### src/rtl/zpc_pkg.sv
// ----------------------------------------------------------------------------
// zpc_pkg
// shared constants, types and helpers of the zero padded 2d convolution
// ----------------------------------------------------------------------------
package zpc_pkg;

    localparam int MAX_WIDTH  = 64;
    localparam int MAX_HEIGHT = 64;
    localparam int MAX_FILTER = 5;
    localparam int COEF_COUNT = MAX_FILTER * MAX_FILTER;
    localparam int LINES      = MAX_FILTER - 1;
    localparam int DIM_W      = 7;
    localparam int FS_W       = 3;
    localparam int COL_W      = 6;
    localparam int ROW_W      = 6;
    localparam int POS_W      = 13;
    localparam int CIDX_W     = 5;
    localparam int PROD_W     = 25;
    localparam int ROWSUM_W   = 28;
    localparam int VALUE_W    = 29;

    typedef enum logic [1:0] {
        ACT_LOAD  = 2'd0,
        ACT_PIXEL = 2'd1,
        ACT_FLUSH = 2'd2,
        ACT_NONE  = 2'd3
    } action_t;

    typedef enum logic [1:0] {
        REG_WIDTH  = 2'd0,
        REG_HEIGHT = 2'd1,
        REG_FILTER = 2'd2,
        REG_SPARE  = 2'd3
    } reg_index_t;

    typedef struct packed {
        logic [DIM_W-1:0] w;
        logic [DIM_W-1:0] h;
        logic [FS_W-1:0]  s;
        logic [1:0]       half;
    } cfg_t;

    typedef struct packed {
        logic              emit;
        logic              load;
        logic [CIDX_W-1:0] cidx;
        logic [15:0]       cval;
        logic [ROW_W-1:0]  row;
        logic [COL_W-1:0]  col;
        logic              last;
    } item_t;

    typedef struct packed {
        logic [ROW_W-1:0] row;
        logic [COL_W-1:0] col;
        logic             last;
    } meta_t;

    typedef logic [MAX_FILTER-1:0][MAX_FILTER-1:0][7:0] win_t;

    function automatic logic [CIDX_W-1:0] coef_idx(input int fr, input int fc,
                                                   input logic [FS_W-1:0] s);
        logic [CIDX_W-1:0] r;
        r = CIDX_W'(fr) * CIDX_W'(s) + CIDX_W'(fc);
        return r;
    endfunction

endpackage

### src/rtl/zpc_cfg.sv
// ----------------------------------------------------------------------------
// zpc_cfg
// register port for frame size and kernel size, values clamped for use
// ----------------------------------------------------------------------------
module zpc_cfg
    import zpc_pkg::*;
(
    input  logic        clk,
    input  logic        rst_n,
    input  logic        psel,
    input  logic        penable,
    input  logic        pwrite,
    input  logic [3:0]  paddr,
    input  logic [31:0] pwdata,
    output logic [31:0] prdata,
    output logic        pready,
    output cfg_t        cfg
);

    logic [DIM_W-1:0] w_reg;
    logic [DIM_W-1:0] h_reg;
    logic [FS_W-1:0]  s_reg;
    reg_index_t       idx;
    logic             wr;

    assign pready = 1'b1;
    assign idx    = reg_index_t'(paddr[3:2]);
    assign wr     = psel && penable && pwrite;

    always_ff @(posedge clk or negedge rst_n)
    begin
        if (!rst_n)
        begin
            w_reg <= DIM_W'(64);
            h_reg <= DIM_W'(64);
            s_reg <= FS_W'(3);
        end
        else if (wr)
        begin
            unique case (idx)
                REG_WIDTH:  w_reg <= pwdata[DIM_W-1:0];
                REG_HEIGHT: h_reg <= pwdata[DIM_W-1:0];
                REG_FILTER: s_reg <= pwdata[FS_W-1:0];
                default:    ;
            endcase
        end
    end

    always_comb
    begin
        unique case (idx)
            REG_WIDTH:  prdata = 32'(w_reg);
            REG_HEIGHT: prdata = 32'(h_reg);
            REG_FILTER: prdata = 32'(s_reg);
            default:    prdata = 32'd0;
        endcase
    end

    always_comb
    begin
        cfg.w = (w_reg == '0) ? DIM_W'(1) :
                (w_reg > DIM_W'(MAX_WIDTH)) ? DIM_W'(MAX_WIDTH) : w_reg;
        cfg.h = (h_reg == '0) ? DIM_W'(1) :
                (h_reg > DIM_W'(MAX_HEIGHT)) ? DIM_W'(MAX_HEIGHT) : h_reg;
        cfg.s = (s_reg == '0) ? FS_W'(1) :
                (s_reg > FS_W'(MAX_FILTER)) ? FS_W'(MAX_FILTER) : s_reg;
        cfg.half = cfg.s[2:1];
    end

endmodule

### config.mk
export PLATFORM = sky130hd
export DESIGN_NAME = zpc_cfg
export DESIGN_NICKNAME = d
export VERILOG_FILES = /design/src/rtl/zpc_pkg.sv /design/src/rtl/zpc_cfg.sv
export SDC_FILE = /design/constraint.sdc
export NUM_CORES = 1
export LEC_CHECK = 0
export BUFFER_PORTS_ARGS = -buffer_cell sky130_fd_sc_hd__buf_4
export CAP_MARGIN = 5
export CORE_MARGIN = 2
export CORE_UTILIZATION = 36
export CTS_CLUSTER_DIAMETER = 60
export DETAILED_ROUTE_END_ITERATION = 8
export GPL_ROUTABILITY_DRIVEN = 0
export PLACE_DENSITY_LB_ADDON = 0.15
export SYNTH_ARGS = -nofsm -noshare
export SYNTH_HDL_FRONTEND = slang
export SYNTH_SLANG_ARGS = --single-unit
### constraint.sdc
create_clock -name clk -period 2.5 [get_ports clk]
set_input_delay 0.375 -clock clk [delete_from_list [all_inputs] [get_ports clk]]
set_output_delay 0.375 -clock clk [all_outputs]
set_load 0.02 [all_outputs]
Word-level counts from Yosys, hierarchy flattened:

Cells that the tools add are included.

* order comparisons: 3
* equal/unequal tests: 2
* multiplexer cells: 7
* reduce and logical (&&, ||, !) cells: 9

Operators with widths (count)
* $mux 7: 4
* $pmux 7 s3: 1
* $gt 7x7->1 const B: 2
* $logic_not 7->1: 2
* $mux 3: 2
* $reduce_and 2->1: 3
* $gt 3x3->1 const B: 1
* $logic_not 3->1: 1
* $eq 2x1->1 const B: 1
* $eq 2x2->1 const B: 1
* $logic_and 1x1->1: 2
* $logic_not 2->1: 1

* bits in registers: 17
* input bits: 41
* output and inout port bits: 52
* word-level logic and storage cells: 24

Longest topological paths before layout:

* depth after elaboration: 3
* gate-level depth with buffers: 4
* depth with buffers taken out: 3

Worst setup path after synthesis:

No wires, ideal clock.

* path kind: register to output
* start point: register s_reg[1]
* end point: output cfg[2] (netlist name)
* data arrival time: 1.197 ns
* data required time: 2.125 ns
* slack: 0.928 ns
* cell stages (with the launch flop): 3
* buffers on the path: 0
* cell sequence: dfstp_2 -> nor2b_1 -> o21bai_1

RTL lines
* from (decl): line zpc_cfg.sv:22 `logic [FS_W-1:0] s_reg;`
* from (signal assigned): line zpc_cfg.sv:43 `REG_FILTER: s_reg <= pwdata[FS_W-1:0];`
* to (decl): line zpc_cfg.sv:17 `output cfg_t cfg`

==> run metrics <==
CTS tree built; largest net degree at the start of global routing 18; final layout net count 189; total chip power 1.08 mW; Ys Warns 0; Mapped Area 1170 um2; Worst Path Arrival 1.33 ns; first drt pass iteration count 4; Ports 93; power share of the clock group 13.9%; Netlist cell types 20; Net Sw Frac 39.8%; hold_ws 0.317 ns; Avg WL per Cell 12.3 um; Final Setup Violations 0; first-pass GRT wire length 3.75 mm; Design Area, Final 1410 um2; area share of the largest cell type after synthesis 27.9%; antenna violations before repair 0; Port Buf Inserts 39; P_int 647 uW; critical path class reg -> out; core area 3080 um2; CP startpoint kind flop; initial detailed-routing violation count 3; CTS Sinks 17; overall via count from detail_route 827; Crit path buffers/inverters 1; CTS clk-pin slew, worst paths 0.10 ns; grt ovf 0; drt total wl 2.34 mm; Fmax 585 MHz; max incr delay on CP 0.57 ns; crit path max-delay cell type dfstp_2; fillers 320; number of CTS-inserted buffers 3; largest cells by area after synthesis dfrtp_1 28%, buf_4 19%, mux2_2 14%; kind of cell adding the most delay to the critical path flip-flops; FF+latch count, synth 17; total number of H-tree levels 1; Synth-to-Final Area Change 20.6%; Crit. End Element primary output; vias in the first global route 754; clk buf depth 2; dpl hpwl 1.80 mm; total track usage 14.1%; die width 60.9 um; minimum clock period 1.71 ns; Antenna diodes 0; row count 20; Post-DP Area 1370 um2; largest area contributor in the netlist dfrtp_1; maximum vdd ir drop 0.333 mV; Reg power frac 40.0%; Max FO, Critical Path 4; Post-Syn Instances 112; maxcap violations 0; DRC Markers 0; Via density 4.33; Final Cycle Share 68.3%; Hold Vio Cnt, Final 0; post-synthesis sequential area ratio 36.9%; Worst-Skew Late Latency 0.29 ns; share of cells above drive strength 1 45.6%; Die Ht 60.9 um; Max Slew Vio Count 0; Root Buffer clkbuf_4; leakage 0.705 nW; Layout Utilization 45.7%; Gate power share 46.1%; Avg Inst Size Synth 10.4 um2; Clock Skews 0 ns; Switch Pwr 428 uW; CP Cell Sequence nor2b_1, o21bai_1, buf_4; min-delay worst type in -> reg; Post-CTS Resized 0; RSZ-0062 raised after global routing false; data required time of the worst path 2.12 ns; full die area 3710 um2; power per cell area 764 nW/um2; Setup TNS Final 0 ns; Starting Density 37.9%; status complete, no violations; Antenna Nets Post-Route 0
-- cells in the mapped netlist, drive strengths merged --
library cell,n
buf,30
mux2i,7
conb,2
or3b,1
dfrtp,13
o21ai,3
nor2,8
nand2,3
nor2b,13
dfstp,4
o21bai,1
mux2,17
a21oi,2
nand3,1
nor3,3
clkbuf,3
nor3b,1
-- per-stage QoR --
step	cells	setup slack (ns)
3_5_place_dp	186	0.940
2_1_floorplan	136	0.928
6_report	191	0.792
3_3_place_gp	186	0.955
5_1_grt	191	0.701
4_1_cts	191	0.778
-- cell type report --
cell class	instances	area [um2]	share of cell area [%]
multi-input cells	86	592	42.1
repair buffers	40	303	21.5
flip-flops and latches	17	430	30.6
clock buffers	4	26.3	1.87
well taps	44	55.1	3.91
-- power by group through the flow --
stage	clock [mW]	sequential, mW	combinational, mW
6_report	0.149	0.430	0.496
3_3_place_gp	0	0.435	0.494
4_1_cts	0.155	0.432	0.502
3_5_place_dp	0	0.438	0.499
5_1_grt	0.170	0.446	0.537
2_1_floorplan	0	0.406	0.367
-- per-layer routing --
metal / wire (um) / track usage (%) / vias to the layer above / share of wire [%]
met1: 1060 / 19.4 / 389 / 45
li1: - / - / 386 / -
met4: 17 / 5.59 / 0 / 0.73
met5: 0 / 0 / - / 0
met2: 1090 / 21.8 / 48 / 47
met3: 177 / 2.77 / 4 / 7.6
-- cells in the final DEF, fill, tap and decap left out --
cell,instances
nor2_1,8
clkbuf_4,3
o21bai_1,1
nor2b_1,13
dfrtp_1,13
nor3b_4,1
mux2_4,3
buf_4,39
nand3_2,1
clkbuf_1,1
conb_1,26
nand2_1,3
or3b_4,1
dlygate4sd3_1,1
o21ai_0,3
a21oi_1,2
mux2i_1,7
nor3_1,2
mux2_2,14
nor3_4,1
dfstp_2,4
-- path summary, 6_finish.rpt --
| kind | start | end | slack [ns] | cells after the start |
|---|---|---|---|---|
| max in group asynchronous | rst_n | s_reg[0] | 1.77 | 2 |
| setup / recovery | s_reg[1] | cfg[2] | 0.79 | 3 |
| setup reg to reg | h_reg[6] | h_reg[6] | 1.63 | 1 |
| min in group asynchronous | rst_n | w_reg[3] | 0.47 | 2 |
| hold reg to reg | w_reg[0] | w_reg[0] | 0.55 | 1 |
| hold / removal | pwdata[5] | w_reg[5] | 0.32 | 2 |
-- repair_timing --
action	4_1_cts	5_1_grt
setup endpoints to repair	0	0
endpoints found under the hold margin	13	0
hold buffers	1	0
setup buffers	0	0
-- cells by family after synthesis --
| group | Yosys count | synth area share [%] |
|---|---|---|
| flops | 17 | 36.9 |
| compound gates | 6 | 2.79 |
| simple gates | 30 | 16.2 |
| buf+inv | 33 | 20.1 |
| mux | 24 | 23.4 |
| other cells | 2 | 0.644 |
Power figures use the tool's default switching activity.
