===== src/rtl/zpc_pkg.sv =====
// ----------------------------------------------------------------------------
// zpc_pkg
// shared constants, types and helpers of the zero padded 2d convolution
// ----------------------------------------------------------------------------
package zpc_pkg;

    localparam int MAX_WIDTH  = 64;
    localparam int MAX_HEIGHT = 64;
    localparam int MAX_FILTER = 5;
    localparam int COEF_COUNT = MAX_FILTER * MAX_FILTER;
    localparam int LINES      = MAX_FILTER - 1;
    localparam int DIM_W      = 7;
    localparam int FS_W       = 3;
    localparam int COL_W      = 6;
    localparam int ROW_W      = 6;
    localparam int POS_W      = 13;
    localparam int CIDX_W     = 5;
    localparam int PROD_W     = 25;
    localparam int ROWSUM_W   = 28;
    localparam int VALUE_W    = 29;

    typedef enum logic [1:0] {
        ACT_LOAD  = 2'd0,
        ACT_PIXEL = 2'd1,
        ACT_FLUSH = 2'd2,
        ACT_NONE  = 2'd3
    } action_t;

    typedef enum logic [1:0] {
        REG_WIDTH  = 2'd0,
        REG_HEIGHT = 2'd1,
        REG_FILTER = 2'd2,
        REG_SPARE  = 2'd3
    } reg_index_t;

    typedef struct packed {
        logic [DIM_W-1:0] w;
        logic [DIM_W-1:0] h;
        logic [FS_W-1:0]  s;
        logic [1:0]       half;
    } cfg_t;

    typedef struct packed {
        logic              emit;
        logic              load;
        logic [CIDX_W-1:0] cidx;
        logic [15:0]       cval;
        logic [ROW_W-1:0]  row;
        logic [COL_W-1:0]  col;
        logic              last;
    } item_t;

    typedef struct packed {
        logic [ROW_W-1:0] row;
        logic [COL_W-1:0] col;
        logic             last;
    } meta_t;

    typedef logic [MAX_FILTER-1:0][MAX_FILTER-1:0][7:0] win_t;

    function automatic logic [CIDX_W-1:0] coef_idx(input int fr, input int fc,
                                                   input logic [FS_W-1:0] s);
        logic [CIDX_W-1:0] r;
        r = CIDX_W'(fr) * CIDX_W'(s) + CIDX_W'(fc);
        return r;
    endfunction

endpackage


===== src/rtl/zpc_line.sv =====
// ----------------------------------------------------------------------------
// zpc_line
// column memory of the last rows, read-modify-write per pixel, window shift
// ----------------------------------------------------------------------------
module zpc_line
    import zpc_pkg::*;
(
    input  logic             clk,
    input  logic             rst_n,
    input  logic             adv,
    input  logic             push,
    input  logic [COL_W-1:0] col,
    input  logic [7:0]       pix,
    output win_t             win
);

    logic [LINES*8-1:0]      mem [MAX_WIDTH];
    logic [LINES*8-1:0]      rdata_reg;
    logic [LINES*8-1:0]      wdata_reg;
    logic                    push1_reg;
    logic                    fwd1_reg;
    logic [COL_W-1:0]        col1_reg;
    logic [7:0]              pix1_reg;
    logic [LINES*8-1:0]      col_old;
    logic [MAX_FILTER*8-1:0] vec_next;
    win_t                    win_reg;

    assign col_old  = fwd1_reg ? wdata_reg : rdata_reg;
    assign vec_next = {col_old, pix1_reg};
    assign win      = win_reg;

    always_ff @(posedge clk)
    begin
        if (adv)
        begin
            rdata_reg <= mem[col];
            col1_reg  <= col;
            pix1_reg  <= pix;
            if (push1_reg)
            begin
                mem[col1_reg] <= vec_next[LINES*8-1:0];
                wdata_reg     <= vec_next[LINES*8-1:0];
            end
        end
    end

    always_ff @(posedge clk or negedge rst_n)
    begin
        if (!rst_n)
        begin
            push1_reg <= 1'b0;
            fwd1_reg  <= 1'b0;
            win_reg   <= '0;
        end
        else if (adv)
        begin
            push1_reg <= push;
            fwd1_reg  <= push && push1_reg && (col1_reg == col);
            if (push1_reg)
            begin
                win_reg[0] <= vec_next;
                for (int j = 1; j < MAX_FILTER; j++)
                begin
                    win_reg[j] <= win_reg[j-1];
                end
            end
        end
    end

    assert property (@(posedge clk) disable iff (!rst_n)
        fwd1_reg |-> push1_reg)
        else $error("forward flag without a pending write");

endmodule


===== config.mk =====
export PLATFORM = sky130hd
export DESIGN_NAME = zpc_line
export DESIGN_NICKNAME = d
export VERILOG_FILES = /design/src/rtl/zpc_pkg.sv /design/src/rtl/zpc_line.sv
export SDC_FILE = /design/constraint.sdc
export NUM_CORES = 2
export LEC_CHECK = 0
export ABC_CLOCK_PERIOD_IN_PS = 3900
export BUFFER_PORTS_ARGS = -buffer_cell sky130_fd_sc_hd__buf_2
export CORE_ASPECT_RATIO = 1.4
export CORE_MARGIN = 2
export CORE_UTILIZATION = 30
export DETAILED_ROUTE_END_ITERATION = 16
export SLEW_MARGIN = 15
export SYNTH_ARGS = -nofsm -noshare
export SYNTH_HDL_FRONTEND = slang
export SYNTH_SLANG_ARGS = --single-unit

===== constraint.sdc =====
create_clock -name clk -period 3.9 [get_ports clk]
set_clock_uncertainty 0.15 [all_clocks]
set_input_delay 0.39 -clock clk [delete_from_list [all_inputs] [get_ports clk]]
set_output_delay 0.39 -clock clk [all_outputs]
set_load 0.01 [all_outputs]

* Yosys cells after proc, flatten, opt, wreduce, memory -nomap -nowiden
Memory sizes are Yosys's and may differ from the RTL's. A register that Yosys moved wholly into a read port is not among the register bits.
Index checks and enable logic that the tools add are counted.
** Storage, ports and cells
- RAM bits :: 2048
- Output and inout bits :: 200
- Memories kept :: 1
- Word-level logic and storage cells :: 39
- Bits of input ports :: 18
- Register bits :: 248
** Cells by class
- Reduce and logical (&&, ||, !) cells :: 3
- Muxes and demuxes :: 4
- Eq/ne operators :: 1
** Memories
- mem :: words 64, width 32, rd ports 1, clocked after memory_dff 1, wr ports 1, line zpc_line.sv:17 : logic [LINES*8-1:0] mem [MAX_WIDTH];
** Operator list (number)
- 32-bit 2-to-1 mux :: 1
- 6-bit equality test :: 1
- 1-bit 2-to-1 mux :: 3
- 1-bit logical AND :: 2
- 2-bit AND reduction :: 1

* Longest topological paths before layout
- Depth in word-level cells :: 3
- Gate-level depth with buffers :: 10
- Gate-level depth less buffers :: 5

* Worst setup path before layout
OpenSTA, ideal clock, no wires.
- Kind :: input port to flip-flop
- From :: in adv
- To :: mem mem[49][0] (netlist bit), enable pin
- Stages on the path :: 5
- Arrival :: 3249 ps
- Buffers on the path :: 1
- Setup time :: 461 ps
- Path slack :: 40 ps
- Required time :: 3289 ps
- Cell sequence :: nand2_1 -> inv_2 -> clkbuf_1 -> nand3_1 -> nor3_1
** Between the ends
- Longest elaborated chain between the ends :: 2
** RTL lines
- from (decl) :: line zpc_line.sv:10 : input logic adv,
- 1-bit 2-to-1 mux :: line zpc_line.sv:34 : if (adv)
- 1-bit 2-to-1 mux (implied by the code) :: line zpc_line.sv:41 : mem[col1_reg] <= vec_next[LINES*8-1:0];
- to (decl) :: line zpc_line.sv:17
No other way between the ends.

* Final worst setup path
- From :: reg col1_reg[0]
- To :: mem mem[58][18] (netlist bit), enable pin
** RTL lines
- from (decl) :: line zpc_line.sv:22 : logic [COL_W-1:0] col1_reg;
- from (signal assigned) :: line zpc_line.sv:37 : col1_reg <= col;
No word-level cell before the write port.

==> results.md <==
* Syn-to-layout area delta at 16.7%
* Proportion of layout cells with a drive suffix above 1 at 0.281
* CTS tree: done
* Synth Register Bits at 2328
* Core footprint at 293000 sq um
* Period utilization at 0.790
* Setup TNS at 0 ns
* Crit end category: register
* Overall routing resource usage at 0.167
* Wire per inst at 28.4 um
* CTS-repair resized insts at 0
* PwrDens at ~500 nW/um^2
* Crit-path cells: nor2_1 > nand2_1 > nor2_4 > buf_12
* Netlist Area Pre-Place at around 88000 sq um
* Iteration count of the initial detailed-routing pass at 6
* Rel. slew slack at 0.173
* PortBufs at between 200 and 250
* CP max-delay cell: nor2_4
* Top area cells in the synthesized netlist: edfxtp_1 72%, mux4_2 13%, dfrtp_1 5.7%, nand2_1 2.8%, mux2i_1 0.73%
* Crit path kind: reg2reg
* Final setup viols at 0
* Slew Limit Fails at 0
* Hold_buf cts at 12
* FF+latch area at ~70000 sq um
* Critical Path AT at 3.48 ns
* Mean Syn Cell Area at about 20 sq um
* Slew @ Worst Pin at ~1.2 ns
* Lkg Pwr at ~34 nW
* Worst vdd ir at approximately 370 uV
* Initial antenna violation count at 27
* HP Class: in2async
* CTS Root Cell: clkbuf_16
* # DRC at 0
* Critical Path RT at 4.29 ns
* Global-route wire length before repair at ~360000 um
* Setup WS pre-CTS at 0.253 ns
* Post-synthesis sequential area ratio at 0.780
* Slowest stage delay, CP at ~0.8 ns
* Pin count of the biggest net entering global routing at between 200 and 250
* Synth Net Count at about 4400
* Die ar. at approximately 300000 sq um
* Top cell type's share of synthesized area at 0.723
* Vias in the first global route at approximately 46000
* Mapped Cells at ~4400
* Vias at roughly 46000
* Io pins at about 220
* Worst-Skew Late Latency at approximately 0.87 ns
* Gpl congestion at between 0.8 and 0.9
* Largest fanout on the critical path at 20
* Synthesis warning total at 0
* Fmax at roughly 320 MHz
* Synth area leader: edfxtp_1
* Via density per instance at between 5 and 6
* Async set-reset flop share out of synthesis at 0.0868
* Final nets at between 4000 and 5000
* Yosys cell types at between 40 and 50
* Row cnt at ~240
* Initial Utilization at 0.302
* GR Overflow Total at 0
* Startpoint Class: register
* Largest register FFs at around 2000
* Top_reg_cell synth: edfxtp_1
* Number of enable flip-flop cells after synthesis at roughly 2100
* Clock transition at the registers of the reported paths at roughly 0.070 ns
* DRT iter0 DRCs at about 5000
* TritonCTS sink count at between 2000 and 2500
* Final ANT Viol Nets at 0
* Die extent in x at 463 um
* Status: completed
* Hold Vio Cnt, Final at 0
* Fin crit period at about 3.1 ns
* Clk buf depth at 4
* Die height at approximately 650 um
* Setup WS post-layout at 0.819 ns
* Drt total wl at 256000 um
* Number of buffers added for setup after CTS at 0
* HPWL after detailed placement at ~150000 um
* CTS H-tree lvls at 4
* Area of the multi-input gates at about 19000 sq um
* RSZ-0062 raised after global routing: no
* CTS Buf Count at 199
* Max Cap Violations at 0
* Filler Cells Inserted at about 27000
per-stage QoR:
step                std cells  total power [mW]  hold slack, ns  utilization  cell area, sq um
floorplan                4364              31.4         -0.0556            -             88300
global placement         8564              33.8           0.302        0.329             96500
detailed placement       8564              33.9           0.307        0.329             96500
CTS                      8928              53.2          0.0121        0.351            103000
global route             9013              54.4          0.0783        0.352            103000
finish                   9015              52.9          0.0235        0.352            103000
power by group:
part | internal, mW | switching (mW) | total, mW
registers | 28.2 | 0.485 | 28.7
clock network | 10.6 | 8.92 | 19.6
logic | 1.51 | 3.06 | 4.57
path summary, 6_finish.rpt:
path / start / to / slack, ns / cells after the start
worst max-delay path: col1_reg[0]$_DFFE_PP_ / mem[58][18]$_DFFE_PP_ / 0.82 / 4
worst min-delay path: rst_n / win[196]$_DFFE_PN0P_ / 0.02 / 2
worst max register to register: col1_reg[0]$_DFFE_PP_ / mem[58][18]$_DFFE_PP_ / 0.82 / 4
worst min register to register: win[172]$_DFFE_PN0P_ / win[172]$_DFFE_PN0P_ / 0.32 / 2
max in group asynchronous: rst_n / win[135]$_DFFE_PN0P_ / 2.65 / 3
min in group clk: pix[0] / pix1_reg[0]$_DFFE_PP_ / 0.11 / 2
cell families (layout without fill, tap and decap cells):
logic type,Yosys count,count (layout),share of synthesized area
AOI/OAI and AO/OA,231,231,0.0188
xor gates and xnor gates,6,6,0.000595
buffers and inverters,244,898,0.0154
DFF,2328,2328,0.780
muxes,596,596,0.139
other,0,87,0
and+or+nand+nor,959,959,0.0459
cells in the final DEF (no fill, tap or decap), types with 6 or more instances in the layout:
cell and n:
mux4_2 502, xor2_1 6, buf_2 211, clkbuf_1 38, clkinv_1 46, edfxtp_1 2126, bufinv_16 18, nand3_1 69
nand2b_1 10, mux2i_1 64, nor3_1 8, dlygate4sd3_1 12, diode_2 87, o22ai_1 56, clkinv_4 6, and2_1 14
nor2_4 64, o21ai_0 31, a22oi_1 56, nand4_1 55, buf_4 267, clkinv_2 29, a211oi_1 17, dfrtp_1 201
mux2_2 28, clkbuf_16 201, nor2_1 20, nor2b_1 12, o221ai_1 44, nand2_1 660, buf_12 48, clkinvlp_4 11
a211o_1 8, and3_1 27
synth_stat cells (2+ instances only):
cell      number
edfxtp_1    2126
nand2_1      661
mux4_2       502
dfrtp_1      202
clkbuf_1     110
nor2_1        84
nand3_1       69
mux2i_1       64
a22oi_1       56
buf_2         56
o22ai_1       56
nand4_1       55
o221ai_1      44
buf_4         33
o21ai_0       31
mux2_2        30
buf_6         28
and3_1        27
a211oi_1      18
and2_1        14
nor2b_1       14
buf_1         10
nand2b_1      10
nor3_1        10
a211o_1        8
xor2_1         6
a21oi_1        5
a221o_1        5
nand3b_1       5
nor4_1         3
o211a_1        3
or2_2          3
buf_12         2
inv_2          2
or3b_2         2
critical path, delay by kind of cell, from the launching register on:
kind / cells / cell delay, ns
AND/OR/NAND/NOR: 3 / 1.72
flip-flops: 1 / 0.56
buffers and inverters: 1 / 0.30
layer usage:
| metal | GRT usage | vias up | share of wire |
|---|---|---|---|
| met3 | 0.0212 | 496 | 0.064 |
| met1 | 0.189 | 24639 | 0.35 |
| met2 | 0.301 | 1939 | 0.52 |
| met5 | 0 | - | 0.00014 |
| met4 | 0.102 | 6 | 0.068 |
| li1 | - | 18681 | - |
final cells by class:
cell class | count | area share
Antenna cell | 87 | 0.00211
Clock buffer | 239 | 0.0502
Clock inverter | 113 | 0.0101
Inverter | 4 | 0.000219
Multi-Input combinational cell | 1792 | 0.180
Sequential cell | 2328 | 0.669
Tap cell | 3910 | 0.0475
Timing Repair Buffer | 542 | 0.0408
Power figures use the tool's default switching activity.
